<file path="config.mk">
export PLATFORM = sky130hd
export DESIGN_NAME = ccm_front
export DESIGN_NICKNAME = d
export VERILOG_FILES = /design/src/rtl/ccm_pkg.sv /design/src/rtl/ccm_front.sv
export SDC_FILE = /design/constraint.sdc
export NUM_CORES = 1
export LEC_CHECK = 0
export BUFFER_PORTS_ARGS = -buffer_cell sky130_fd_sc_hd__buf_2
export CAP_MARGIN = 20
export CELL_PAD_IN_SITES_DETAIL_PLACEMENT = 1
export CELL_PAD_IN_SITES_GLOBAL_PLACEMENT = 1
export CORE_MARGIN = 1.5
export CORE_UTILIZATION = 40
export CTS_BUF_LIST = sky130_fd_sc_hd__clkbuf_16
export DETAILED_ROUTE_END_ITERATION = 8
export PLACE_DENSITY_LB_ADDON = 0.2
export SLEW_MARGIN = 20
export SYNTH_ARGS = -nofsm -noshare
export SYNTH_HDL_FRONTEND = slang
export SYNTH_SLANG_ARGS = --single-unit
</file>
<file path="constraint.sdc">
create_clock -name clk -period 4.92 [get_ports clk]
set_clock_uncertainty 0.2 [all_clocks]
set_input_delay 0.984 -clock clk [delete_from_list [all_inputs] [get_ports clk]]
set_output_delay 0.984 -clock clk [all_outputs]
set_load 0.02 [all_outputs]
</file>
<file path="src/rtl/ccm_pkg.sv">
// Shared types, constants and AES helper functions for the CCM seal/open block.
// Used by ccm_front, ccm_aes, ccm_core and aes_ccm_seal_open. No dependencies.
package ccm_pkg;

  typedef struct packed {
    logic [1:0]  cmd;
    logic [7:0]  data_byte;
    logic [15:0] aad_length;
    logic [15:0] payload_length;
    logic        open_message;
  } in_t;

  typedef struct packed {
    logic [7:0] out_byte;
    logic [1:0] kind;
    logic [1:0] status;
    logic       last;
  } out_t;

  typedef struct packed {
    logic         start;
    logic         k256;
    logic [255:0] key;
    logic [127:0] blk;
  } aes_req_t;

  typedef struct packed {
    logic         busy;
    logic         done;
    logic [127:0] blk;
  } aes_rsp_t;

  localparam logic [1:0] CMD_START = 2'd0;
  localparam logic [1:0] CMD_AAD   = 2'd1;
  localparam logic [1:0] CMD_PAY   = 2'd2;
  localparam logic [1:0] CMD_TAG   = 2'd3;

  localparam logic [1:0] KIND_PAY  = 2'd0;
  localparam logic [1:0] KIND_TAG  = 2'd1;
  localparam logic [1:0] KIND_STAT = 2'd2;

  localparam logic [1:0] ST_OK    = 2'd0;
  localparam logic [1:0] ST_MISM  = 2'd1;
  localparam logic [1:0] ST_BADN  = 2'd2;
  localparam logic [1:0] ST_OOS   = 2'd3;

  localparam logic [2:0] REG_KEY0  = 3'd0;
  localparam logic [2:0] REG_KEY1  = 3'd1;
  localparam logic [2:0] REG_KEY2  = 3'd2;
  localparam logic [2:0] REG_KEY3  = 3'd3;
  localparam logic [2:0] REG_NHEAD = 3'd4;
  localparam logic [2:0] REG_NTAIL = 3'd5;
  localparam logic [2:0] REG_NLEN  = 3'd6;
  localparam logic [2:0] REG_K256  = 3'd7;

  localparam logic [7:0] SBOX [256] = '{
    8'h63,8'h7c,8'h77,8'h7b,8'hf2,8'h6b,8'h6f,8'hc5,8'h30,8'h01,8'h67,8'h2b,8'hfe,8'hd7,8'hab,8'h76,
    8'hca,8'h82,8'hc9,8'h7d,8'hfa,8'h59,8'h47,8'hf0,8'had,8'hd4,8'ha2,8'haf,8'h9c,8'ha4,8'h72,8'hc0,
    8'hb7,8'hfd,8'h93,8'h26,8'h36,8'h3f,8'hf7,8'hcc,8'h34,8'ha5,8'he5,8'hf1,8'h71,8'hd8,8'h31,8'h15,
    8'h04,8'hc7,8'h23,8'hc3,8'h18,8'h96,8'h05,8'h9a,8'h07,8'h12,8'h80,8'he2,8'heb,8'h27,8'hb2,8'h75,
    8'h09,8'h83,8'h2c,8'h1a,8'h1b,8'h6e,8'h5a,8'ha0,8'h52,8'h3b,8'hd6,8'hb3,8'h29,8'he3,8'h2f,8'h84,
    8'h53,8'hd1,8'h00,8'hed,8'h20,8'hfc,8'hb1,8'h5b,8'h6a,8'hcb,8'hbe,8'h39,8'h4a,8'h4c,8'h58,8'hcf,
    8'hd0,8'hef,8'haa,8'hfb,8'h43,8'h4d,8'h33,8'h85,8'h45,8'hf9,8'h02,8'h7f,8'h50,8'h3c,8'h9f,8'ha8,
    8'h51,8'ha3,8'h40,8'h8f,8'h92,8'h9d,8'h38,8'hf5,8'hbc,8'hb6,8'hda,8'h21,8'h10,8'hff,8'hf3,8'hd2,
    8'hcd,8'h0c,8'h13,8'hec,8'h5f,8'h97,8'h44,8'h17,8'hc4,8'ha7,8'h7e,8'h3d,8'h64,8'h5d,8'h19,8'h73,
    8'h60,8'h81,8'h4f,8'hdc,8'h22,8'h2a,8'h90,8'h88,8'h46,8'hee,8'hb8,8'h14,8'hde,8'h5e,8'h0b,8'hdb,
    8'he0,8'h32,8'h3a,8'h0a,8'h49,8'h06,8'h24,8'h5c,8'hc2,8'hd3,8'hac,8'h62,8'h91,8'h95,8'he4,8'h79,
    8'he7,8'hc8,8'h37,8'h6d,8'h8d,8'hd5,8'h4e,8'ha9,8'h6c,8'h56,8'hf4,8'hea,8'h65,8'h7a,8'hae,8'h08,
    8'hba,8'h78,8'h25,8'h2e,8'h1c,8'ha6,8'hb4,8'hc6,8'he8,8'hdd,8'h74,8'h1f,8'h4b,8'hbd,8'h8b,8'h8a,
    8'h70,8'h3e,8'hb5,8'h66,8'h48,8'h03,8'hf6,8'h0e,8'h61,8'h35,8'h57,8'hb9,8'h86,8'hc1,8'h1d,8'h9e,
    8'he1,8'hf8,8'h98,8'h11,8'h69,8'hd9,8'h8e,8'h94,8'h9b,8'h1e,8'h87,8'he9,8'hce,8'h55,8'h28,8'hdf,
    8'h8c,8'ha1,8'h89,8'h0d,8'hbf,8'he6,8'h42,8'h68,8'h41,8'h99,8'h2d,8'h0f,8'hb0,8'h54,8'hbb,8'h16
  };

  function automatic logic [7:0] xtime(input logic [7:0] x);
    return {x[6:0], 1'b0} ^ (x[7] ? 8'h1b : 8'h00);
  endfunction

  function automatic logic [31:0] sub_word(input logic [31:0] w);
    return {SBOX[w[31:24]], SBOX[w[23:16]], SBOX[w[15:8]], SBOX[w[7:0]]};
  endfunction

  // Byte 0 sits in the top bits of the block.
  function automatic logic [7:0] get_byte(input logic [127:0] v, input logic [3:0] i);
    logic [127:0] sh;
    sh = v << {i, 3'b000};
    return sh[127:120];
  endfunction

  function automatic logic [127:0] set_byte(input logic [127:0] v, input logic [3:0] i,
                                            input logic [7:0] b);
    logic [6:0] sh;
    sh = {4'd15 - i, 3'b000};
    return (v & ~(128'hff << sh)) | ({120'b0, b} << sh);
  endfunction

  // Next four round key words from the previous four and the newest word.
  function automatic logic [127:0] key_step(input logic [127:0] prev, input logic [31:0] lw,
                                            input logic rot, input logic [7:0] rcon);
    logic [31:0] t, w0, w1, w2, w3;
    t  = rot ? (sub_word({lw[23:0], lw[31:24]}) ^ {rcon, 24'b0}) : sub_word(lw);
    w0 = prev[127:96] ^ t;
    w1 = prev[95:64] ^ w0;
    w2 = prev[63:32] ^ w1;
    w3 = prev[31:0] ^ w2;
    return {w0, w1, w2, w3};
  endfunction

  function automatic logic [127:0] aes_round(input logic [127:0] s, input logic [127:0] rk,
                                             input logic fin);
    logic [7:0]   sb [16];
    logic [7:0]   t  [16];
    logic [7:0]   m  [16];
    logic [7:0]   a0, a1, a2, a3, al;
    logic [127:0] r;
    for (int i = 0; i < 16; i++) sb[i] = SBOX[s[127-8*i -: 8]];
    for (int c = 0; c < 4; c++)
      for (int j = 0; j < 4; j++) t[j+4*c] = sb[j+4*((c+j)%4)];
    for (int c = 0; c < 4; c++) begin
      a0 = t[4*c]; a1 = t[4*c+1]; a2 = t[4*c+2]; a3 = t[4*c+3];
      al = a0 ^ a1 ^ a2 ^ a3;
      m[4*c]   = a0 ^ al ^ xtime(a0 ^ a1);
      m[4*c+1] = a1 ^ al ^ xtime(a1 ^ a2);
      m[4*c+2] = a2 ^ al ^ xtime(a2 ^ a3);
      m[4*c+3] = a3 ^ al ^ xtime(a3 ^ a0);
    end
    for (int i = 0; i < 16; i++) r[127-8*i -: 8] = (fin ? t[i] : m[i]) ^ rk[127-8*i -: 8];
    return r;
  endfunction

  // flags, nonce bytes 0..n-1, then the counter value in the low bytes
  function automatic logic [127:0] form_block(input logic [119:0] nonce, input logic [3:0] n,
                                              input logic [7:0] flags, input logic [15:0] val);
    logic [127:0] b;
    b = '0;
    b[127:120] = flags;
    for (int i = 1; i < 16; i++) begin
      if (4'(i) <= n) b[127-8*i -: 8] = nonce[119-8*(i-1) -: 8];
      else if (i == 14) b[127-8*i -: 8] = val[15:8];
      else if (i == 15) b[127-8*i -: 8] = val[7:0];
    end
    return b;
  endfunction

endpackage

</file>
<file path="src/rtl/ccm_front.sv">
// Front end: accepts input items into a four-entry queue toward the back end.
// Depends on ccm_pkg.
module ccm_front (
  input  logic          clk,
  input  logic          rst_n,
  input  logic          in_valid,
  output logic          in_ready,
  input  ccm_pkg::in_t  in_data,
  output logic          hd_valid,
  output ccm_pkg::in_t  hd,
  input  logic          pop
);
  import ccm_pkg::*;

  in_t        q_r [4];
  logic [1:0] wp_r, wp_nxt, rp_r, rp_nxt;
  logic [2:0] cnt_r, cnt_nxt;
  logic       push;

  assign in_ready = (cnt_r != 3'd4);
  assign hd_valid = (cnt_r != 3'd0);
  assign hd       = q_r[rp_r];
  assign push     = in_valid && in_ready;

  always_comb begin
    wp_nxt  = push ? wp_r + 2'd1 : wp_r;
    rp_nxt  = pop ? rp_r + 2'd1 : rp_r;
    cnt_nxt = cnt_r + {2'b0, push} - {2'b0, pop};
  end

  always_ff @(posedge clk) begin
    if (!rst_n) begin
      wp_r  <= '0;
      rp_r  <= '0;
      cnt_r <= '0;
    end else begin
      wp_r  <= wp_nxt;
      rp_r  <= rp_nxt;
      cnt_r <= cnt_nxt;
    end
  end

  always_ff @(posedge clk) begin
    if (push) q_r[wp_r] <= in_data;
  end

endmodule

</file>
# Word level (Yosys, flattened, before mapping)

Memory sizes are Yosys's and may differ from the RTL's. A register that Yosys moved wholly into a read port is not among the register bits.
Cells that the tools add are included.

Bits in latches: 0
ROM bits: 0
Flip-flop bits (word level): 7
Bits of input ports: 47
Memories kept: 1
RAM bits: 172
Output and inout bits: 45

Memories:

| memory | words | width | read ports | clocked after memory_dff | wr ports | line            | RTL |
|---|---|---|---|---|---|---|---|
| q_r    | 4     | 43    | 1          | 1                        | 1        | ccm_front.sv:15 | `in_t q_r [4];` |

Shift operators: 0
Eq/ne operators: 1
Reduce and logical (&&, ||, !) cells: 2
Order comparisons: 0
Add/sub/neg operators: 4
Bitwise gates (word level): 0
Multiplexer cells: 4
Multiply operators: 0
Div/mod/pow operators: 0

Operators by type and width:

| kind                | number |
|---|---|
| $add 2x1->2 const B | 2 |
| $mux 2              | 2 |
| $add 3x1->3         | 1 |
| $ne 3x3->1 const B  | 1 |
| $reduce_bool 3->1   | 1 |
| $sub 3x1->3         | 1 |
| $mux 1              | 2 |
| $logic_and 1x1->1   | 1 |

# Longest topological paths before layout

Gate-level depths: netlist of run 1.

Word-level depth: 4
Gate-level depth with buffers: 11

# Worst setup path before layout of run 1

No wires, ideal clock.

Path kind: input-to-reg
Start: input port in_valid
End: memory q_r[0][0] (netlist name), enable pin
Data arrival time: 2.457 ns
Slack: 1.859 ns
Stages on the path: 2
Cell sequence: a21boi_1 > and2_1

Longest elaborated chain between the ends: 3

Ends and longest elaborated chain:

| what                         | line            | RTL |
|---|---|---|
| from (decl)                  | ccm_front.sv:6  | `input logic in_valid,` |
| $logic_and 1x1->1            | ccm_front.sv:23 | `assign push = in_valid && in_ready;` |
| $mux 1                       | ccm_front.sv:44 | `if (push) q_r[wp_r] <= in_data;` |
| $mux 1 (implied by the code) | ccm_front.sv:44 |  |
| to (decl)                    | ccm_front.sv:15 |  |

Every way passes these cells.

==> results of run 1 <==
==> state kept, by name, summed over array words and instances (netlist names), named ones only <==
signal and cells:
cnt_r 3, q_r 172, rp_r 2, wp_r 2
==> cells in the mapped netlist, drive strengths merged <==
library cell  count
a21boi            1
and2              9
buf               9
clkbuf            2
dfxtp             9
edfxtp          172
fa                1
ha                6
inv               5
mux2i             2
mux4             43
nand2             6
nor2              1
nor2b             1
or3               1
xnor2             3
xor2              1
==> critical path, stage by stage, from the launching register on <==
cell,delay [ns]
dfxtp_4,0.93
mux4_1,0.68
buf_2,0.18
==> power by group through the flow <==
stage | clock (W) | combinational, W | sequential, W
after detailed placement | 0 | 0.000553 | 0.00197
after floorplan | 0 | 0.000398 | 0.00192
after global placement | 0 | 0.000545 | 0.00196
final | 0.00129 | 0.000539 | 0.00193
after global routing | 0.00137 | 0.000584 | 0.00195
after CTS | 0.00131 | 0.000556 | 0.00194
==> worst max path at each step <==
stage	cells past startpoint	to	slack, ns	start
floorplan	2	q_r[0][0]$_DFFE_PP_	1.86	in_valid
global placement	4	q_r[2][36]$_DFFE_PP_	1.70	in_valid
detailed placement	4	q_r[2][29]$_DFFE_PP_	1.69	in_valid
CTS	2	hd[41]	1.41	flop
global route	2	hd[42]	1.33	flop
finish	2	hd[41]	1.50	flop
==> cell families (layout without fill, tap and decap cells) <==
logic type | after synthesis | in the layout | synth area share (%)
xor gates and xnor gates | 4 | 4 | 0.5218
adders and majority gates | 7 | 7 | 1.416
and+or+nand+nor | 18 | 18 | 1.416
DFF | 181 | 181 | 79.60
buffers and inverters | 16 | 132 | 2.050
muxes | 45 | 45 | 14.89
AOI/OAI and AO/OA | 1 | 1 | 0.1118
==> cell type report <==
class / count / area, um^2 / share of cell area (%)
Sequential cell: 181 / 5350 / 67.39
Multi-Input combinational cell: 75 / 1237 / 15.59
Timing Repair Buffer: 96 / 493.0 / 6.210
Clock buffer: 17 / 425.4 / 5.359
Tap cell: 220 / 275.3 / 3.467
Clock inverter: 14 / 138.9 / 1.749
Inverter: 5 / 18.77 / 0.2364
==> per-stage QoR <==
stage	cell area [um^2]	std cells	hold slack (ns)	setup slack, ns
6_report	7939	608	0.3033	1.496
5_1_grt	7939	608	0.3269	1.333
4_1_cts	7939	608	0.3158	1.411
2_1_floorplan	6715	272	0.2677	1.859
3_5_place_dp	7375	577	0.3067	1.689
3_3_place_gp	7375	577	0.2941	1.702
==> routing by layer <==
layer  part of all wire [%]  GRT usage [%]  vias to the layer above
met4                    1.5          5.495                        2
met1                     45          19.33                     1566
li1                       -              -                     1342
met5                  0.090              0                        -
met2                     48          23.47                       79
met3                    5.0          4.598                       18
==> flow_metrics.env, run 1 <==
export IMPL_cellLeakagePower_nw=2.679
export IMPL_wl_um=12190
export IMPL_cp_data_required_time_ns=3.74
export IMPL_insertion_delay_ns=0.42
export IMPL_die_w_um=132.6
export IMPL_postCtsHoldBufs=0
export IMPL_port_buffers=91
export IMPL_start_util_pct=40.78
export IMPL_cts_resized=0
export IMPL_hold_viol_final=0
export IMPL_synth_distinct_cells=20
export IMPL_grt_pass1_vias=3225
export IMPL_final_max_slew_viol_count=0
export IMPL_antenna_cells=0
export IMPL_hold_path_end="wp_r[1]$_SDFFE_PN0P_"
export IMPL_tightest_slew_ns=0.8810
export IMPL_syn_inst=272
export IMPL_root_buffer="clkbuf_16"
export IMPL_coreArea_um2=16470
export IMPL_max_freq_mhz=292.0
export IMPL_die_h_um=132.6
export IMPL_area_growth_pct=18.22
export IMPL_clockBufferDepth=2
export IMPL_crit_type="reg -> out"
export IMPL_end_kind="primary output"
export IMPL_p_per_area_nw_per_um2=473.8
export IMPL_vias=3007
export IMPL_p_clk_share_pct=34.3
export IMPL_grt_max_degree=44
export IMPL_dieArea_um2=17570
export IMPL_drt_first_pass_iters=4
export IMPL_grt_pass1_wl_um=18980
export IMPL_clk_pin_slew_ns=0.06
export IMPL_ys_ff_latch=181
export IMPL_p_switching_w=0.0009408
export IMPL_ys_top_cells_by_area="edfxtp_1 (77%), mux4_2 (13%), dfxtp_1 (2.7%)"
export IMPL_fin_total_pwr_w=0.003762
export IMPL_drt_wirelength_per_cell_um=20.04
export IMPL_hp_start="wp_r[1]$_SDFFE_PN0P_"
export IMPL_critPathLaunchType="flop"
export IMPL_remaining_drc_errors=0
export IMPL_p_sw_share_pct=25.01
export IMPL_period_share_pct=69.60
export IMPL_num_rows=47
export IMPL_drtIter0Drc=188
export IMPL_synthesis_nets=326
export IMPL_cp_arrival_ns=2.24
export IMPL_syn_mean_instance_area_um2=24.69
export IMPL_synth_top_area_share_pct=76.91
export IMPL_mappedNetlistArea_um2=6715
export IMPL_yosysSeqAreaShare_pct=79.60
export IMPL_r2r_cells=11
export IMPL_cts_max_level=4
export IMPL_setup_viol=0
export IMPL_ys_warnings_count=0
export IMPL_via_per_inst=4.946
export IMPL_dpl_hpwl_um=7618
export IMPL_nets=430
export IMPL_drive_above_1_share_pct=43.56
export IMPL_overflow=0
export IMPL_cap_violations=0
export IMPL_p_int_w=0.002821
export IMPL_fin_util_pct=48.21
export IMPL_cp_max_fo=43
export IMPL_comb_power_share_pct=14.3
export IMPL_status="finished clean"
export IMPL_r2r_slack_ns=2.28
export IMPL_postCtsSetupRepairBufs=0
export IMPL_mostFrequentLayoutCells="edfxtp_1 (172), buf_2 (91), mux4_2 (40)"
export IMPL_timing_rr_end="cnt_r[2]$_SDFF_PN0_"
export IMPL_antenna_found_initial=1
export IMPL_gr_usage_all_layers_pct=14.79
export IMPL_numCtsBuffers=17
export IMPL_fill_cells=1526
export IMPL_post_route_min_period_ns=3.425
export IMPL_postRouteAntennaNets=0
export IMPL_setup_tns_ns=0
export IMPL_whs_path_depth=2
export IMPL_rsz0062_at_grt="no"
export IMPL_gp_congestion=0.6491
export IMPL_clock_sinks=181
export IMPL_num_io_pins=92
export IMPL_mostFrequentLayoutCell="edfxtp_1"
export IMPL_hold_class="reg -> reg"
export IMPL_slew_limit_headroom_pct=41.27
export IMPL_synth_largest_area_cell="edfxtp_1"
export IMPL_seqPwrFrac_pct=51.4
export IMPL_ir_drop_uv=255.4
export IMPL_worstReg2RegStart="cnt_r[1]$_SDFF_PN0_"
export IMPL_cts_tree="built"
Note: power is estimated with default switching activity, not from simulation.
==> run 2, diff against run 1 <==
==> constraint.sdc (replaced) <==
create_clock -name clk -period 3 [get_ports clk]
set_clock_uncertainty 0.2 [all_clocks]
set_input_delay 0.6 -clock clk [delete_from_list [all_inputs] [get_ports clk]]
set_output_delay 0.6 -clock clk [all_outputs]
set_load 0.02 [all_outputs]
==> run 2 against run 1 <==
  * Sequential cell count unchanged
  * Routed wire length up 3.2%
  * Final area is 1.8% higher
  * Clock power is 65% higher
  * Critical path depth is 1 higher
  * Via count rose by 2.4%
  * Die area unchanged
  * Power rose by 66%
  * Non-clock buffer count up 9
  * Combinational power is 82% higher
  * Critical path type unchanged
  * Highest routed layer unchanged
==> flow_metrics.env, run 2 (synthesis results as in run 1) <==
export IMPL_seqPwrFrac_pct=50.2
export IMPL_start_util_pct=40.78
export IMPL_insertion_delay_ns=0.42
export IMPL_post_place_cells=586
export IMPL_rsz0062_at_grt="no"
export IMPL_period_share_pct=92.71
export IMPL_end_kind="primary output"
export IMPL_clock_sinks=181
export IMPL_dpl_hpwl_um=7692
export IMPL_p_switching_w=0.001530
export IMPL_grt_max_degree=26
export IMPL_cts_tree="built"
export IMPL_coreArea_um2=16470
export IMPL_dieArea_um2=17570
export IMPL_grt_pass1_vias=3447
export IMPL_nets=439
export IMPL_root_buffer="clkbuf_16"
export IMPL_slew_limit_headroom_pct=66.89
export IMPL_gp_congestion=0.6512
export IMPL_hold_viol_final=0
export IMPL_grt_pass1_wl_um=19730
export IMPL_drt_first_pass_iters=4
export IMPL_layout_cells_non_filler=618
export IMPL_cp_arrival_ns=1.98
export IMPL_p_int_w=0.004711
export IMPL_fin_total_pwr_w=0.006241
export IMPL_clk_pin_slew_ns=0.06
export IMPL_numCtsBuffers=17
export IMPL_final_max_slew_viol_count=0
export IMPL_die_w_um=132.6
export IMPL_clockBufferDepth=2
export IMPL_antenna_found_initial=1
export IMPL_postRouteAntennaNets=0
export IMPL_cts_max_level=4
export IMPL_overflow=0
export IMPL_port_buffers=91
export IMPL_die_h_um=132.6
export IMPL_num_io_pins=92
export IMPL_cellLeakagePower_nw=2.770
export IMPL_worstReg2RegStart="cnt_r[1]$_SDFF_PN0_"
export IMPL_status="finished clean"
export IMPL_postCtsSetupRepairBufs=0
export IMPL_drive_above_1_share_pct=43.97
export IMPL_comb_power_share_pct=15.7
export IMPL_setup_viol=0
export IMPL_num_rows=47
export IMPL_largest_reg_flops=172
export IMPL_antenna_cells=0
export IMPL_fin_util_pct=49.10
export IMPL_top_register="q_r"
export IMPL_postCtsHoldBufs=0
export IMPL_setup_tns_ns=0
export IMPL_mostFrequentLayoutCells="edfxtp_1 (172), buf_2 (91), mux4_2 (40)"
export IMPL_area_growth_pct=20.40
export IMPL_post_route_min_period_ns=2.781
export IMPL_via_per_inst=4.984
export IMPL_max_freq_mhz=359.5
export IMPL_cp_data_required_time_ns=2.20
export IMPL_ir_drop_uv=434.8
export IMPL_crit_type="reg -> out"
export IMPL_hold_class="in -> reg"
export IMPL_cap_violations=0
export IMPL_top_regs="q_r: 172 flops, cnt_r: 3 flops"
export IMPL_p_sw_share_pct=24.51
export IMPL_gr_usage_all_layers_pct=15.43
export IMPL_drt_wirelength_per_cell_um=20.35
export IMPL_remaining_drc_errors=0
export IMPL_p_per_area_nw_per_um2=771.9
export IMPL_drtIter0Drc=145
export IMPL_mostFrequentLayoutCell="edfxtp_1"
export IMPL_wl_um=12580
export IMPL_tightest_slew_ns=0.4966
export IMPL_critPathLaunchType="flop"
export IMPL_p_clk_share_pct=34.1
export IMPL_cts_resized=0
export IMPL_hp_start="in_data[34]"
export IMPL_cp_max_fo=18
export IMPL_vias=3080
==> run 2: layout make-up <==
type | count | area, um^2
Inverter | 5 | 18.77
Tap cell | 220 | 275.3
Multi-Input combinational cell | 75 | 1237
Fill cell | 1517 | 8381
Clock buffer | 18 | 450.4
Clock inverter | 14 | 117.6
Sequential cell | 181 | 5350
Timing Repair Buffer | 105 | 635.6
==> run 2: power by group through the flow <==
stage | clock, W | combinational [W] | sequential (W)
3_3_place_gp | 0 | 0.000985 | 0.00317
6_report | 0.00213 | 0.000979 | 0.00313
4_1_cts | 0.00219 | 0.00101 | 0.00314
5_1_grt | 0.00227 | 0.00106 | 0.00316
3_5_place_dp | 0 | 0.00101 | 0.00319
2_1_floorplan | 0 | 0.000653 | 0.00316
==> run 2: worst max-delay path, stage by stage, from the launching register on <==
cell and delay [ns]:
dfxtp_4 0.60, buf_12 0.24, mux4_2 0.54, buf_2 0.18
==> run 2: final timing paths <==
kind	to	slack [ns]	cells after the start
worst max register to register	cnt_r[2]$_SDFF_PN0_	0.63	11
worst min-delay path	q_r[2][34]$_DFFE_PP_	0.19	1
worst max-delay path	hd[27]	0.22	3
worst min register to register	wp_r[1]$_SDFFE_PN0P_	0.31	2
==> run 2: layer usage <==
| layer | vias to the layer above | part of all wire (%) | track usage (%) |
|---|---|---|---|
| li1 | 1364 | - | - |
| met1 | 1624 | 41 | 18.44 |
| met2 | 74 | 53 | 26.93 |
| met3 | 16 | 4.2 | 3.793 |
| met4 | 2 | 1.5 | 6.227 |
| met5 | - | 0.056 | 0 |
==> run 2: metrics by stage <==
step | worst slack (ns) | hold slack [ns] | cell area [um^2]
after floorplan | 0.3226 | 0.2677 | 6715
after global placement | 0.5021 | 0.2786 | 7517
after detailed placement | 0.4223 | 0.3166 | 7517
after CTS | 0.1458 | 0.1746 | 8085
after global routing | 0.09977 | 0.1772 | 8085
final | 0.2186 | 0.1935 | 8085
