===== src/rtl/ccm_pkg.sv =====
// Shared types, constants and AES helper functions for the CCM seal/open block.
// Used by ccm_front, ccm_aes, ccm_core and aes_ccm_seal_open. No dependencies.
package ccm_pkg;

  typedef struct packed {
    logic [1:0]  cmd;
    logic [7:0]  data_byte;
    logic [15:0] aad_length;
    logic [15:0] payload_length;
    logic        open_message;
  } in_t;

  typedef struct packed {
    logic [7:0] out_byte;
    logic [1:0] kind;
    logic [1:0] status;
    logic       last;
  } out_t;

  typedef struct packed {
    logic         start;
    logic         k256;
    logic [255:0] key;
    logic [127:0] blk;
  } aes_req_t;

  typedef struct packed {
    logic         busy;
    logic         done;
    logic [127:0] blk;
  } aes_rsp_t;

  localparam logic [1:0] CMD_START = 2'd0;
  localparam logic [1:0] CMD_AAD   = 2'd1;
  localparam logic [1:0] CMD_PAY   = 2'd2;
  localparam logic [1:0] CMD_TAG   = 2'd3;

  localparam logic [1:0] KIND_PAY  = 2'd0;
  localparam logic [1:0] KIND_TAG  = 2'd1;
  localparam logic [1:0] KIND_STAT = 2'd2;

  localparam logic [1:0] ST_OK    = 2'd0;
  localparam logic [1:0] ST_MISM  = 2'd1;
  localparam logic [1:0] ST_BADN  = 2'd2;
  localparam logic [1:0] ST_OOS   = 2'd3;

  localparam logic [2:0] REG_KEY0  = 3'd0;
  localparam logic [2:0] REG_KEY1  = 3'd1;
  localparam logic [2:0] REG_KEY2  = 3'd2;
  localparam logic [2:0] REG_KEY3  = 3'd3;
  localparam logic [2:0] REG_NHEAD = 3'd4;
  localparam logic [2:0] REG_NTAIL = 3'd5;
  localparam logic [2:0] REG_NLEN  = 3'd6;
  localparam logic [2:0] REG_K256  = 3'd7;

  localparam logic [7:0] SBOX [256] = '{
    8'h63,8'h7c,8'h77,8'h7b,8'hf2,8'h6b,8'h6f,8'hc5,8'h30,8'h01,8'h67,8'h2b,8'hfe,8'hd7,8'hab,8'h76,
    8'hca,8'h82,8'hc9,8'h7d,8'hfa,8'h59,8'h47,8'hf0,8'had,8'hd4,8'ha2,8'haf,8'h9c,8'ha4,8'h72,8'hc0,
    8'hb7,8'hfd,8'h93,8'h26,8'h36,8'h3f,8'hf7,8'hcc,8'h34,8'ha5,8'he5,8'hf1,8'h71,8'hd8,8'h31,8'h15,
    8'h04,8'hc7,8'h23,8'hc3,8'h18,8'h96,8'h05,8'h9a,8'h07,8'h12,8'h80,8'he2,8'heb,8'h27,8'hb2,8'h75,
    8'h09,8'h83,8'h2c,8'h1a,8'h1b,8'h6e,8'h5a,8'ha0,8'h52,8'h3b,8'hd6,8'hb3,8'h29,8'he3,8'h2f,8'h84,
    8'h53,8'hd1,8'h00,8'hed,8'h20,8'hfc,8'hb1,8'h5b,8'h6a,8'hcb,8'hbe,8'h39,8'h4a,8'h4c,8'h58,8'hcf,
    8'hd0,8'hef,8'haa,8'hfb,8'h43,8'h4d,8'h33,8'h85,8'h45,8'hf9,8'h02,8'h7f,8'h50,8'h3c,8'h9f,8'ha8,
    8'h51,8'ha3,8'h40,8'h8f,8'h92,8'h9d,8'h38,8'hf5,8'hbc,8'hb6,8'hda,8'h21,8'h10,8'hff,8'hf3,8'hd2,
    8'hcd,8'h0c,8'h13,8'hec,8'h5f,8'h97,8'h44,8'h17,8'hc4,8'ha7,8'h7e,8'h3d,8'h64,8'h5d,8'h19,8'h73,
    8'h60,8'h81,8'h4f,8'hdc,8'h22,8'h2a,8'h90,8'h88,8'h46,8'hee,8'hb8,8'h14,8'hde,8'h5e,8'h0b,8'hdb,
    8'he0,8'h32,8'h3a,8'h0a,8'h49,8'h06,8'h24,8'h5c,8'hc2,8'hd3,8'hac,8'h62,8'h91,8'h95,8'he4,8'h79,
    8'he7,8'hc8,8'h37,8'h6d,8'h8d,8'hd5,8'h4e,8'ha9,8'h6c,8'h56,8'hf4,8'hea,8'h65,8'h7a,8'hae,8'h08,
    8'hba,8'h78,8'h25,8'h2e,8'h1c,8'ha6,8'hb4,8'hc6,8'he8,8'hdd,8'h74,8'h1f,8'h4b,8'hbd,8'h8b,8'h8a,
    8'h70,8'h3e,8'hb5,8'h66,8'h48,8'h03,8'hf6,8'h0e,8'h61,8'h35,8'h57,8'hb9,8'h86,8'hc1,8'h1d,8'h9e,
    8'he1,8'hf8,8'h98,8'h11,8'h69,8'hd9,8'h8e,8'h94,8'h9b,8'h1e,8'h87,8'he9,8'hce,8'h55,8'h28,8'hdf,
    8'h8c,8'ha1,8'h89,8'h0d,8'hbf,8'he6,8'h42,8'h68,8'h41,8'h99,8'h2d,8'h0f,8'hb0,8'h54,8'hbb,8'h16
  };

  function automatic logic [7:0] xtime(input logic [7:0] x);
    return {x[6:0], 1'b0} ^ (x[7] ? 8'h1b : 8'h00);
  endfunction

  function automatic logic [31:0] sub_word(input logic [31:0] w);
    return {SBOX[w[31:24]], SBOX[w[23:16]], SBOX[w[15:8]], SBOX[w[7:0]]};
  endfunction

  // Byte 0 sits in the top bits of the block.
  function automatic logic [7:0] get_byte(input logic [127:0] v, input logic [3:0] i);
    logic [127:0] sh;
    sh = v << {i, 3'b000};
    return sh[127:120];
  endfunction

  function automatic logic [127:0] set_byte(input logic [127:0] v, input logic [3:0] i,
                                            input logic [7:0] b);
    logic [6:0] sh;
    sh = {4'd15 - i, 3'b000};
    return (v & ~(128'hff << sh)) | ({120'b0, b} << sh);
  endfunction

  // Next four round key words from the previous four and the newest word.
  function automatic logic [127:0] key_step(input logic [127:0] prev, input logic [31:0] lw,
                                            input logic rot, input logic [7:0] rcon);
    logic [31:0] t, w0, w1, w2, w3;
    t  = rot ? (sub_word({lw[23:0], lw[31:24]}) ^ {rcon, 24'b0}) : sub_word(lw);
    w0 = prev[127:96] ^ t;
    w1 = prev[95:64] ^ w0;
    w2 = prev[63:32] ^ w1;
    w3 = prev[31:0] ^ w2;
    return {w0, w1, w2, w3};
  endfunction

  function automatic logic [127:0] aes_round(input logic [127:0] s, input logic [127:0] rk,
                                             input logic fin);
    logic [7:0]   sb [16];
    logic [7:0]   t  [16];
    logic [7:0]   m  [16];
    logic [7:0]   a0, a1, a2, a3, al;
    logic [127:0] r;
    for (int i = 0; i < 16; i++) sb[i] = SBOX[s[127-8*i -: 8]];
    for (int c = 0; c < 4; c++)
      for (int j = 0; j < 4; j++) t[j+4*c] = sb[j+4*((c+j)%4)];
    for (int c = 0; c < 4; c++) begin
      a0 = t[4*c]; a1 = t[4*c+1]; a2 = t[4*c+2]; a3 = t[4*c+3];
      al = a0 ^ a1 ^ a2 ^ a3;
      m[4*c]   = a0 ^ al ^ xtime(a0 ^ a1);
      m[4*c+1] = a1 ^ al ^ xtime(a1 ^ a2);
      m[4*c+2] = a2 ^ al ^ xtime(a2 ^ a3);
      m[4*c+3] = a3 ^ al ^ xtime(a3 ^ a0);
    end
    for (int i = 0; i < 16; i++) r[127-8*i -: 8] = (fin ? t[i] : m[i]) ^ rk[127-8*i -: 8];
    return r;
  endfunction

  // flags, nonce bytes 0..n-1, then the counter value in the low bytes
  function automatic logic [127:0] form_block(input logic [119:0] nonce, input logic [3:0] n,
                                              input logic [7:0] flags, input logic [15:0] val);
    logic [127:0] b;
    b = '0;
    b[127:120] = flags;
    for (int i = 1; i < 16; i++) begin
      if (4'(i) <= n) b[127-8*i -: 8] = nonce[119-8*(i-1) -: 8];
      else if (i == 14) b[127-8*i -: 8] = val[15:8];
      else if (i == 15) b[127-8*i -: 8] = val[7:0];
    end
    return b;
  endfunction

endpackage


===== src/rtl/ccm_core.sv =====
// Back end: CCM sequencer with CBC-MAC, CTR keystream, tag, configuration and output register.
// Depends on ccm_pkg; drives one ccm_aes through aes_req_t / aes_rsp_t.
module ccm_core #(
  parameter int TAG_BYTES = 16
) (
  input  logic              clk,
  input  logic              rst_n,
  input  logic              cfg_we,
  input  logic [2:0]        cfg_index,
  input  logic [63:0]       cfg_data,
  input  logic              hd_valid,
  input  ccm_pkg::in_t      hd,
  output logic              pop,
  output logic              out_valid,
  input  logic              out_ready,
  output ccm_pkg::out_t     out_data,
  output ccm_pkg::aes_req_t aes_req,
  input  ccm_pkg::aes_rsp_t aes_rsp
);
  import ccm_pkg::*;

  localparam logic [2:0] TAG_FLAG = 3'((TAG_BYTES - 2) / 2);
  localparam logic [4:0] TAG_LAST = 5'(TAG_BYTES - 1);
  localparam logic [4:0] TAG_CNT  = 5'(TAG_BYTES);

  localparam logic [2:0] S_FETCH  = 3'd0;
  localparam logic [2:0] S_EMITP  = 3'd1;
  localparam logic [2:0] S_AESW   = 3'd2;
  localparam logic [2:0] S_END    = 3'd3;
  localparam logic [2:0] S_TAGOUT = 3'd4;
  localparam logic [2:0] S_STAT   = 3'd5;

  localparam logic [1:0] C_B0  = 2'd0;
  localparam logic [1:0] C_KS  = 2'd1;
  localparam logic [1:0] C_MAC = 2'd2;
  localparam logic [1:0] C_A0  = 2'd3;

  localparam logic [1:0] PH_IDLE = 2'd0;
  localparam logic [1:0] PH_AAD  = 2'd1;
  localparam logic [1:0] PH_PAY  = 2'd2;
  localparam logic [1:0] PH_TAG  = 2'd3;

  logic [255:0] key_r;
  logic [63:0]  nh_r;
  logic [39:0]  nt_r;
  logic [3:0]   nlen_r;
  logic         k256_r;

  logic [2:0]   state_r, state_nxt;
  logic [1:0]   cont_r, cont_nxt, phase_r, phase_nxt, stat_r, stat_nxt;
  logic         dir_r, dir_nxt, mism_r, mism_nxt, slast_r, slast_nxt;
  logic [4:0]   pos_r, pos_nxt, cnt_r, cnt_nxt;
  logic [15:0]  ctr_r, ctr_nxt, blen_r, blen_nxt, alen_r, alen_nxt;
  logic [127:0] mac_r, mac_nxt, ks_r, ks_nxt, gath_r, gath_nxt;
  logic [7:0]   d_r, d_nxt;
  logic         out_valid_r, out_valid_nxt;
  out_t         out_r, out_nxt;

  logic         out_free, emit, adv, fin, mism_n, bad_n;
  logic [4:0]   pn;
  logic [15:0]  ln;
  logic [127:0] gn, nres;
  logic [119:0] nonce;
  logic [2:0]   lm1;
  logic [7:0]   ksb, o;

  assign out_free = !out_valid_r || out_ready;
  assign nonce    = {nh_r, nt_r, 16'b0};
  assign lm1      = 3'(4'd14 - nlen_r);
  assign ksb      = get_byte(ks_r, pos_r[3:0]);
  assign bad_n    = (nlen_r < 4'd7) || (nlen_r > 4'd13);

  always_comb begin
    state_nxt = state_r;  cont_nxt = cont_r;  phase_nxt = phase_r;
    stat_nxt  = stat_r;   slast_nxt = slast_r; dir_nxt = dir_r;
    mism_nxt  = mism_r;   pos_nxt = pos_r;    cnt_nxt = cnt_r;
    ctr_nxt   = ctr_r;    blen_nxt = blen_r;  alen_nxt = alen_r;
    mac_nxt   = mac_r;    ks_nxt = ks_r;      gath_nxt = gath_r;
    d_nxt     = d_r;
    pop = 1'b0; emit = 1'b0; adv = 1'b0; fin = 1'b0;
    out_nxt = '0;
    pn = pos_r + 5'd1;
    ln = 16'd0;
    gn = gath_r;
    o  = d_r ^ ksb;
    mism_n = 1'b0;
    nres = mac_r ^ aes_rsp.blk;
    aes_req.start = 1'b0;
    aes_req.k256  = k256_r;
    aes_req.key   = key_r;
    aes_req.blk   = mac_r ^ gath_r;

    unique case (state_r)
      S_FETCH: begin
        if (hd_valid) begin
          pop = 1'b1;
          priority if (hd.cmd == CMD_START) begin
            if (bad_n) begin
              phase_nxt = PH_IDLE;
              stat_nxt  = ST_BADN;
              slast_nxt = 1'b1;
              state_nxt = S_STAT;
            end else begin
              dir_nxt  = hd.open_message;
              alen_nxt = hd.aad_length;
              blen_nxt = hd.payload_length;
              ctr_nxt  = '0;
              mism_nxt = 1'b0;
              mac_nxt  = '0;
              ks_nxt   = '0;
              gath_nxt = '0;
              pos_nxt  = '0;
              aes_req.start = 1'b1;
              aes_req.blk   = form_block(nonce, nlen_r,
                {1'b0, hd.aad_length != 16'd0, TAG_FLAG, lm1}, hd.payload_length);
              cont_nxt  = C_B0;
              state_nxt = S_AESW;
            end
          end else if (hd.cmd == CMD_AAD && phase_r == PH_AAD) begin
            ln  = alen_r - 16'd1;
            gn  = set_byte(gath_r, pos_r[3:0], hd.data_byte);
            gath_nxt = gn;
            pos_nxt  = pn;
            alen_nxt = ln;
            adv = 1'b1;
          end else if (hd.cmd == CMD_PAY && phase_r == PH_PAY) begin
            d_nxt = hd.data_byte;
            if (pos_r == 5'd0) begin
              ctr_nxt = ctr_r + 16'd1;
              aes_req.start = 1'b1;
              aes_req.blk   = form_block(nonce, nlen_r, {5'b0, lm1}, ctr_r + 16'd1);
              cont_nxt  = C_KS;
              state_nxt = S_AESW;
            end else begin
              state_nxt = S_EMITP;
            end
          end else if (hd.cmd == CMD_TAG && phase_r == PH_TAG) begin
            mism_n = mism_r | (hd.data_byte != ksb);
            if (pn >= TAG_CNT || pn >= 5'd16) begin
              phase_nxt = PH_IDLE;
              stat_nxt  = mism_n ? ST_MISM : ST_OK;
              slast_nxt = 1'b1;
              state_nxt = S_STAT;
            end else begin
              pos_nxt  = pn;
              mism_nxt = mism_n;
            end
          end else begin
            stat_nxt  = ST_OOS;
            slast_nxt = 1'b0;
            state_nxt = S_STAT;
          end
        end
      end
      S_EMITP: begin
        if (out_free) begin
          emit = 1'b1;
          out_nxt = '{out_byte: o, kind: KIND_PAY, status: ST_OK, last: 1'b0};
          ln  = blen_r - 16'd1;
          gn  = set_byte(gath_r, pos_r[3:0], dir_r ? o : d_r);
          gath_nxt = gn;
          pos_nxt  = pn;
          blen_nxt = ln;
          adv = 1'b1;
        end
      end
      S_AESW: begin
        if (aes_rsp.done) begin
          unique case (cont_r)
            C_B0: begin
              mac_nxt = aes_rsp.blk;
              if (alen_r != 16'd0) begin
                phase_nxt = PH_AAD;
                state_nxt = S_FETCH;
                if (alen_r < 16'hff00) begin
                  gath_nxt = {alen_r, 112'b0};
                  pos_nxt  = 5'd2;
                end else begin
                  gath_nxt = {16'hfffe, 16'h0000, alen_r, 80'b0};
                  pos_nxt  = 5'd6;
                end
              end else if (blen_r != 16'd0) begin
                phase_nxt = PH_PAY;
                state_nxt = S_FETCH;
              end else begin
                fin = 1'b1;
              end
            end
            C_KS: begin
              ks_nxt    = aes_rsp.blk;
              state_nxt = S_EMITP;
            end
            C_MAC: begin
              mac_nxt   = aes_rsp.blk;
              gath_nxt  = '0;
              pos_nxt   = '0;
              state_nxt = S_END;
            end
            C_A0: begin
              ks_nxt  = nres;
              cnt_nxt = '0;
              if (!dir_r) begin
                phase_nxt = PH_IDLE;
                state_nxt = S_TAGOUT;
              end else begin
                pos_nxt   = '0;
                mism_nxt  = 1'b0;
                phase_nxt = PH_TAG;
                state_nxt = S_FETCH;
              end
            end
            default: state_nxt = S_FETCH;
          endcase
        end
      end
      S_END: begin
        state_nxt = S_FETCH;
        if (phase_r == PH_AAD && alen_r == 16'd0) begin
          if (blen_r != 16'd0) phase_nxt = PH_PAY;
          else fin = 1'b1;
        end else if (phase_r == PH_PAY && blen_r == 16'd0) begin
          fin = 1'b1;
        end
      end
      S_TAGOUT: begin
        if (out_free) begin
          emit = 1'b1;
          out_nxt = '{out_byte: get_byte(ks_r, cnt_r[3:0]), kind: KIND_TAG, status: ST_OK,
                      last: cnt_r == TAG_LAST};
          cnt_nxt = cnt_r + 5'd1;
          if (cnt_r == TAG_LAST) state_nxt = S_FETCH;
        end
      end
      S_STAT: begin
        if (out_free) begin
          emit = 1'b1;
          out_nxt = '{out_byte: 8'h00, kind: KIND_STAT, status: stat_r, last: slast_r};
          state_nxt = S_FETCH;
        end
      end
      default: state_nxt = S_FETCH;
    endcase

    // after a data byte: fold a full or final block into the MAC
    if (adv) begin
      if (pn == 5'd16 || (ln == 16'd0 && pn != 5'd0)) begin
        aes_req.start = 1'b1;
        aes_req.blk   = mac_r ^ gn;
        cont_nxt  = C_MAC;
        state_nxt = S_AESW;
      end else if (ln == 16'd0) begin
        state_nxt = S_END;
      end else begin
        state_nxt = S_FETCH;
      end
    end

    // MAC complete: encrypt A0 for the tag
    if (fin) begin
      aes_req.start = 1'b1;
      aes_req.blk   = form_block(nonce, nlen_r, {5'b0, lm1}, 16'd0);
      cont_nxt  = C_A0;
      state_nxt = S_AESW;
    end

    out_valid_nxt = emit ? 1'b1 : (out_ready ? 1'b0 : out_valid_r);
  end

  always_ff @(posedge clk) begin
    if (!rst_n) begin
      key_r   <= '0;
      nh_r    <= '0;
      nt_r    <= '0;
      nlen_r  <= 4'd13;
      k256_r  <= 1'b0;
      state_r <= S_FETCH;
      phase_r <= PH_IDLE;
      pos_r   <= '0;
      cnt_r   <= '0;
      out_valid_r <= 1'b0;
    end else begin
      state_r <= state_nxt;
      phase_r <= phase_nxt;
      pos_r   <= pos_nxt;
      cnt_r   <= cnt_nxt;
      out_valid_r <= out_valid_nxt;
      if (cfg_we && phase_r == PH_IDLE) begin
        unique case (cfg_index)
          REG_KEY0:  key_r[255:192] <= cfg_data;
          REG_KEY1:  key_r[191:128] <= cfg_data;
          REG_KEY2:  key_r[127:64]  <= cfg_data;
          REG_KEY3:  key_r[63:0]    <= cfg_data;
          REG_NHEAD: nh_r   <= cfg_data;
          REG_NTAIL: nt_r   <= cfg_data[39:0];
          REG_NLEN:  nlen_r <= cfg_data[3:0];
          REG_K256:  k256_r <= cfg_data[0];
          default: ;
        endcase
      end
    end
  end

  always_ff @(posedge clk) begin
    cont_r  <= cont_nxt;
    stat_r  <= stat_nxt;
    slast_r <= slast_nxt;
    dir_r   <= dir_nxt;
    mism_r  <= mism_nxt;
    ctr_r   <= ctr_nxt;
    blen_r  <= blen_nxt;
    alen_r  <= alen_nxt;
    mac_r   <= mac_nxt;
    ks_r    <= ks_nxt;
    gath_r  <= gath_nxt;
    d_r     <= d_nxt;
    if (emit) out_r <= out_nxt;
  end

  assign out_valid = out_valid_r;
  assign out_data  = out_r;

  a_start_idle: assert property (@(posedge clk) disable iff (!rst_n)
    aes_req.start |-> !aes_rsp.busy)
    else $error("AES started while a pass is running");
  a_pay_ok: assert property (@(posedge clk) disable iff (!rst_n)
    (out_valid_r && out_r.kind == KIND_PAY) |-> out_r.status == ST_OK)
    else $error("payload result carries a status");
  a_tag_seal: assert property (@(posedge clk) disable iff (!rst_n)
    state_r == S_TAGOUT |-> !dir_r)
    else $error("tag emitted while opening");
  a_pos_range: assert property (@(posedge clk) disable iff (!rst_n)
    pos_r <= 5'd16)
    else $error("byte position out of range");

endmodule

===== config.mk =====
export PLATFORM = sky130hd
export DESIGN_NAME = ccm_core
export DESIGN_NICKNAME = d
export VERILOG_FILES = /design/src/rtl/ccm_pkg.sv /design/src/rtl/ccm_core.sv
export SDC_FILE = /design/constraint.sdc
export NUM_CORES = 2
export LEC_CHECK = 0
export ABC_AREA = 1
export BUFFER_PORTS_ARGS = -buffer_cell sky130_fd_sc_hd__buf_2
export CORE_ASPECT_RATIO = 2
export CORE_MARGIN = 4
export CORE_UTILIZATION = 35
export CTS_CLUSTER_SIZE = 12
export DETAILED_ROUTE_END_ITERATION = 8
export PLACE_DENSITY_LB_ADDON = 0.3
export SYNTH_ARGS = -nofsm -noshare
export SYNTH_HDL_FRONTEND = slang
export SYNTH_SLANG_ARGS = --single-unit
export TNS_END_PERCENT = 1

===== constraint.sdc =====
create_clock -name clk -period 16.8 [get_ports clk]
set_input_delay 1.68 -clock clk [delete_from_list [all_inputs] [get_ports clk]]
set_output_delay 1.68 -clock clk [all_outputs]
set_load 0.005 [all_outputs]

; ---- Word-level counts from Yosys, hierarchy flattened
; Cells that the tools add are included.
; Widths: inputs -> output; s select.
[totals]
inputBits = 245
register_bits = 841
word_cells = 390
out_inout_bits = 401
[classes]
n_addsub = 7
shift = 5
muxes = 184
n_reduce_logical = 59
n_lt_le_gt_ge = 19
n_eq_ne = 73
bitwise = 13
[ops]
columns = op, count
row1 = $mux 128, 25
row2 = $pmux 128 s2, 5
row3 = $pmux 128 s3, 1
row4 = $xor 128x128->128, 3
row5 = $mux 16, 16
row6 = $or 128x128->128, 2
row7 = $shl 128x7->128, 2
row8 = $shl 8x7->128, 2
row9 = $mux 8, 18
row10 = $and 128x128->128, 1
row11 = $not 128->128, 1
row12 = $shl 8x7->128 const A, 1
row13 = $mux 5, 15
row14 = $pmux 16 s2, 2
row15 = $mux 2, 31
row16 = $logic_not 16->1, 3
row17 = $mux 3, 16
row18 = $reduce_bool 16->1, 3
row19 = $ne 3x3->1 const B, 15
row20 = $mux 1, 42
row21 = $pmux 13 s3, 1
row22 = $ne 4x4->1 const B, 9
row23 = $le 4x4->1 const A, 8
row24 = $sub 16x1->16 const B, 2
row25 = other kinds (55), 136

; ---- Longest topological paths before layout
[logic_depth]
word_depth = 13
ltp_mapped = 24
depth_no_buf = 21

; ---- Least setup slack after synthesis
; No wires, ideal clock.
[synth_timing]
path_type = input -> register
from = in hd[42] in the netlist's numbering
to = reg gath_r[0] (enable)
path_slack_ns = 1.344
stages = 9
arrival_time_ns = 14.527
required_time_ns = 15.871
cell_sequence = nor2_2 > inv_1 > clkbuf_1 > nor2_1 > inv_1 > nor2_1 > inv_1 > nand2_1 > nor4_1
[synth_via]
elab_chain_len = 3
[synth_lines]
columns = element, line
row1 = start: declaration, ccm_core.sv:12  ; input ccm_pkg::in_t hd,
row2 = $logic_not 2->1, ccm_core.sv:97  ; priority if (hd.cmd == CMD_START) begin
row3 = $ne 3x3->1 (no line), -
row4 = $reduce_and 6->1 (no line), -
row5 = end signal: assignment, ccm_core.sv:314  ; gath_r <= gath_nxt;
row6 = end: declaration, ccm_core.sv:54  ; logic [127:0] mac_r, mac_nxt, ks_r, ks_nxt, gath_r, gath_nxt;
; No other way between the ends.
; A chain may end at the register's enable or synchronous reset.

==> results.toml <==
[worst_hold_path]
hold_class = "register to register"
min_path_cells = 2
holdCritStartpoint = "nh_r[58]$_SDFFE_PN0P_"
holdPathEnd = "nh_r[58]$_SDFFE_PN0P_"

[status]
status = "finished with violations"
violations = "capacitance limit, slew limit"

[global_route]
overflow = 0
grt_pass1_wl_mm = 400
grt_pass1_vias = 55528
grt_max_degree = 139
antenna_found_initial = 67
grt_usage_pct = 34.1

[place]
io_buffers = 644
gp_congestion = 1.02
dpl.hpwl_mm = 204
placed_cell_area_mm2 = 0.0582

[final_layout]
drive_above_1_share_pct = 11.6
stdcell_area_mm2 = 0.0610
nNetsFinal = 8567
final_common_cell = "nand2_1"
final_cell_mix = "nand2_1 (1,647), nor2_1 (1,179), inv_1 (838)"
syn2layout_area_growth_pct = 13.9

[critical_path]
crit_top_cell = "inv_1"
worst-setup-path-type = "register to output pin"
critPathArrivalTime_ns = 7.52
reg2reg_to = "mac_r[75]$_SDFFCE_PN0P_"
critPathBufInv = 9
r2r_slack_ns = 11.04
r2r_cells = 10
timing.rr.start = "nlen_r[2]$_SDFFE_PN1P_"
cpPeakStageDelay_ns = 0.76
worst_ep_required_time_ns = 15.12
crit_fanout = 68
cp-end-kind = "output pin"
start_kind = "register"
cp_cell_sequence = "inv_2 -> ha_1 -> inv_1 -> nor2_4 -> inv_2 -> nor2_1 -> inv_1 -> nor2_2 -> inv_1 -> nand2_1 -> nand2_2 -> inv_4 -> buf_4 -> buf_4 -> nand2_1 -> o21ai_0 -> a21oi_1 -> a21oi_1 -> buf_2"
slowest_stage = "buf_4"
path_delay_family = "buffers and inverters"

[timing]
min_period_over_period_pct = 54.8
setup_viol = 0
slew_violations = 4
period_needed_ns = 9.20
skew_ns = 0.0429
max_freq_mhz = 109
tightest_slew_ns = 1.53
rsz0062_at_grt = "false"
hold_viol = 0
fin_tns_setup_ns = 0
maxSlewHeadroom_pct = -2.56

[yosys]
synth_seq_cells = 841
synth_edf_count = 458
synth_async_sr_flop_share_pct = 0
postSynthAreaPerCell_um2 = 6.74
ys_warn_count = 0
synth_ff_type = "edfxtp_1"
ys_seq_area_share_pct = 40.0
synth.distinct_cells = 50
synthCells = 7943
synthesis.nets = 8209
syn_area_mm2 = 0.0536

[floorplanning]
num_rows = 202
chipHeight_um = 561
die_x_um = 285
start_util_pct = 35.3
ios = 646
die_area_mm2 = 0.160
core-area_mm2 = 0.152

[cts]
cts_tree = "yes"
cts-buffers-inserted = 86
cts_resized = 0
clock_sinks = 841
clkTransAtPathRegs_ns = 0.07
clock_latency_ns = 0.72
cts_max_path_buffers = 3
htree_levels = 3
cts_hold_buffers = 0
cts_setup_buffers = 0
root_buffer = "clkbuf_16"

[power]
ir_worst_vdd_v = 0.000201
leakagePower_nw = 27.3
powerDensity_mw_per_mm2 = 186

[routing]
num_vias = 60050
via_per_inst = 5.80
wl_per_cell_um = 27.7
drc = 0
dr.first_iter.drc_count = 7760
drt_pass1_iterations = 9
finalWirelength_mm = 287
drtAntennaViolNets = 0

[job]
cap_viol_max_count = 1
per-stage QoR:
stage               worst slack (ns)  util [%]  cells  hold WS [ns]  total power [W]
finish                          7.60      40.2  10348         0.455           0.0113
global route                    7.55      40.2  10319         0.470           0.0119
CTS                             7.80      40.1  10299         0.454           0.0112
detailed placement              8.13      38.4  10151         0.445          0.00920
global placement                8.16      38.4  10151         0.440          0.00912
floorplan                       1.34         -   7943         0.430          0.00695
cells in the mapped netlist (all sizes together), types with 25 or more instances:
master	count	area, um^2
o21ai	729	3650
o2111ai	33	289
a22oi	29	218
dfxtp	383	7670
nor2	1211	4620
inv	872	3270
o211ai	92	691
xnor2	90	788
o22ai	106	663
nand3	533	2670
buf	142	766
xor2	43	377
o21a	25	188
nor3	297	1510
nand4	51	325
edfxtp	458	13800
a21oi	747	3740
clkbuf	349	1310
nand2	1653	6210
how the worst max path moves through the flow:
| stage | startpoint | endpoint | slack [ns] | depth (start not counted) |
|---|---|---|---|---|
| after floorplan | hd[42] | gath_r[0]$_DFFE_PP_ | 1.34 | 9 |
| after global placement | hd[42] | aes_req[0] | 8.16 | 20 |
| after detailed placement | hd[42] | aes_req[0] | 8.13 | 20 |
| after CTS | pos_r[1]$_SDFFE_PN0P_ | aes_req[46] | 7.80 | 19 |
| after global routing | pos_r[1]$_SDFFE_PN0P_ | aes_req[32] | 7.55 | 19 |
| final | pos_r[1]$_SDFFE_PN0P_ | aes_req[32] | 7.60 | 19 |
area by class of cell:
cell class / instances / area (um^2)
Clock buffer: 125 / 2420
Tap cell: 1938 / 2420
Inverter: 878 / 3330
Multi-Input combinational cell: 5733 / 26900
Clock inverter: 23 / 215
Timing Repair Buffer: 761 / 4140
Fill cell: 16078 / 90700
Antenna cell: 49 / 123
Sequential cell: 841 / 21400
cells by family (layout without fill, tap and decap cells):
| family | count (synthesis) | after routing | synth area share (%) |
|---|---|---|---|
| compound gates | 1808 | 1808 | 18.4 |
| xor+xnor | 133 | 133 | 2.18 |
| fa+ha+maj | 21 | 21 | 0.491 |
| buf+inv | 1369 | 1787 | 10.0 |
| flops | 841 | 841 | 40.0 |
| other cells | 0 | 49 | 0 |
| simple gates | 3771 | 3771 | 28.9 |
registers in the layout (all words and copies together) (netlist names):
name,count
cnt_r,5
phase_r,2
key_r,256
nh_r,64
mism_r,1
ctr_r,16
state_r,3
nt_r,40
mac_r,128
nlen_r,4
out_data,13
blen_r,16
ks_r,128
out_valid,1
d_r,8
pos_r,5
stat_r,2
alen_r,16
slast_r,1
dir_r,1
cont_r,2
k256_r,1
gath_r,128
tightest hold or removal path, delay by kind of cell, from the launching register on:
| family | cells | cell delay (ns) |
|---|---|---|
| flops | 1 | 0.30 |
| buf+inv | 1 | 0.06 |
| compound gates | 1 | 0.05 |
layer usage:
metal / track usage (%) / vias up / part of all wire (%)
met5: 0 / - / 0.12
met4: 30.2 / 48 / 11
met3: 8.72 / 1029 / 10
met2: 54.1 / 3878 / 45
met1: 37.8 / 28046 / 34
li1: - / 27049 / -
power by group:
part / total, W / switching [W] / internal (W) / leakage (nW)
clock network: 0.00195 / 0.000940 / 0.00101 / 1.29
logic: 0.00594 / 0.00417 / 0.00177 / 18.4
registers: 0.00345 / 0.000498 / 0.00295 / 7.60
No activity file was read; power rests on OpenSTA's default activity.
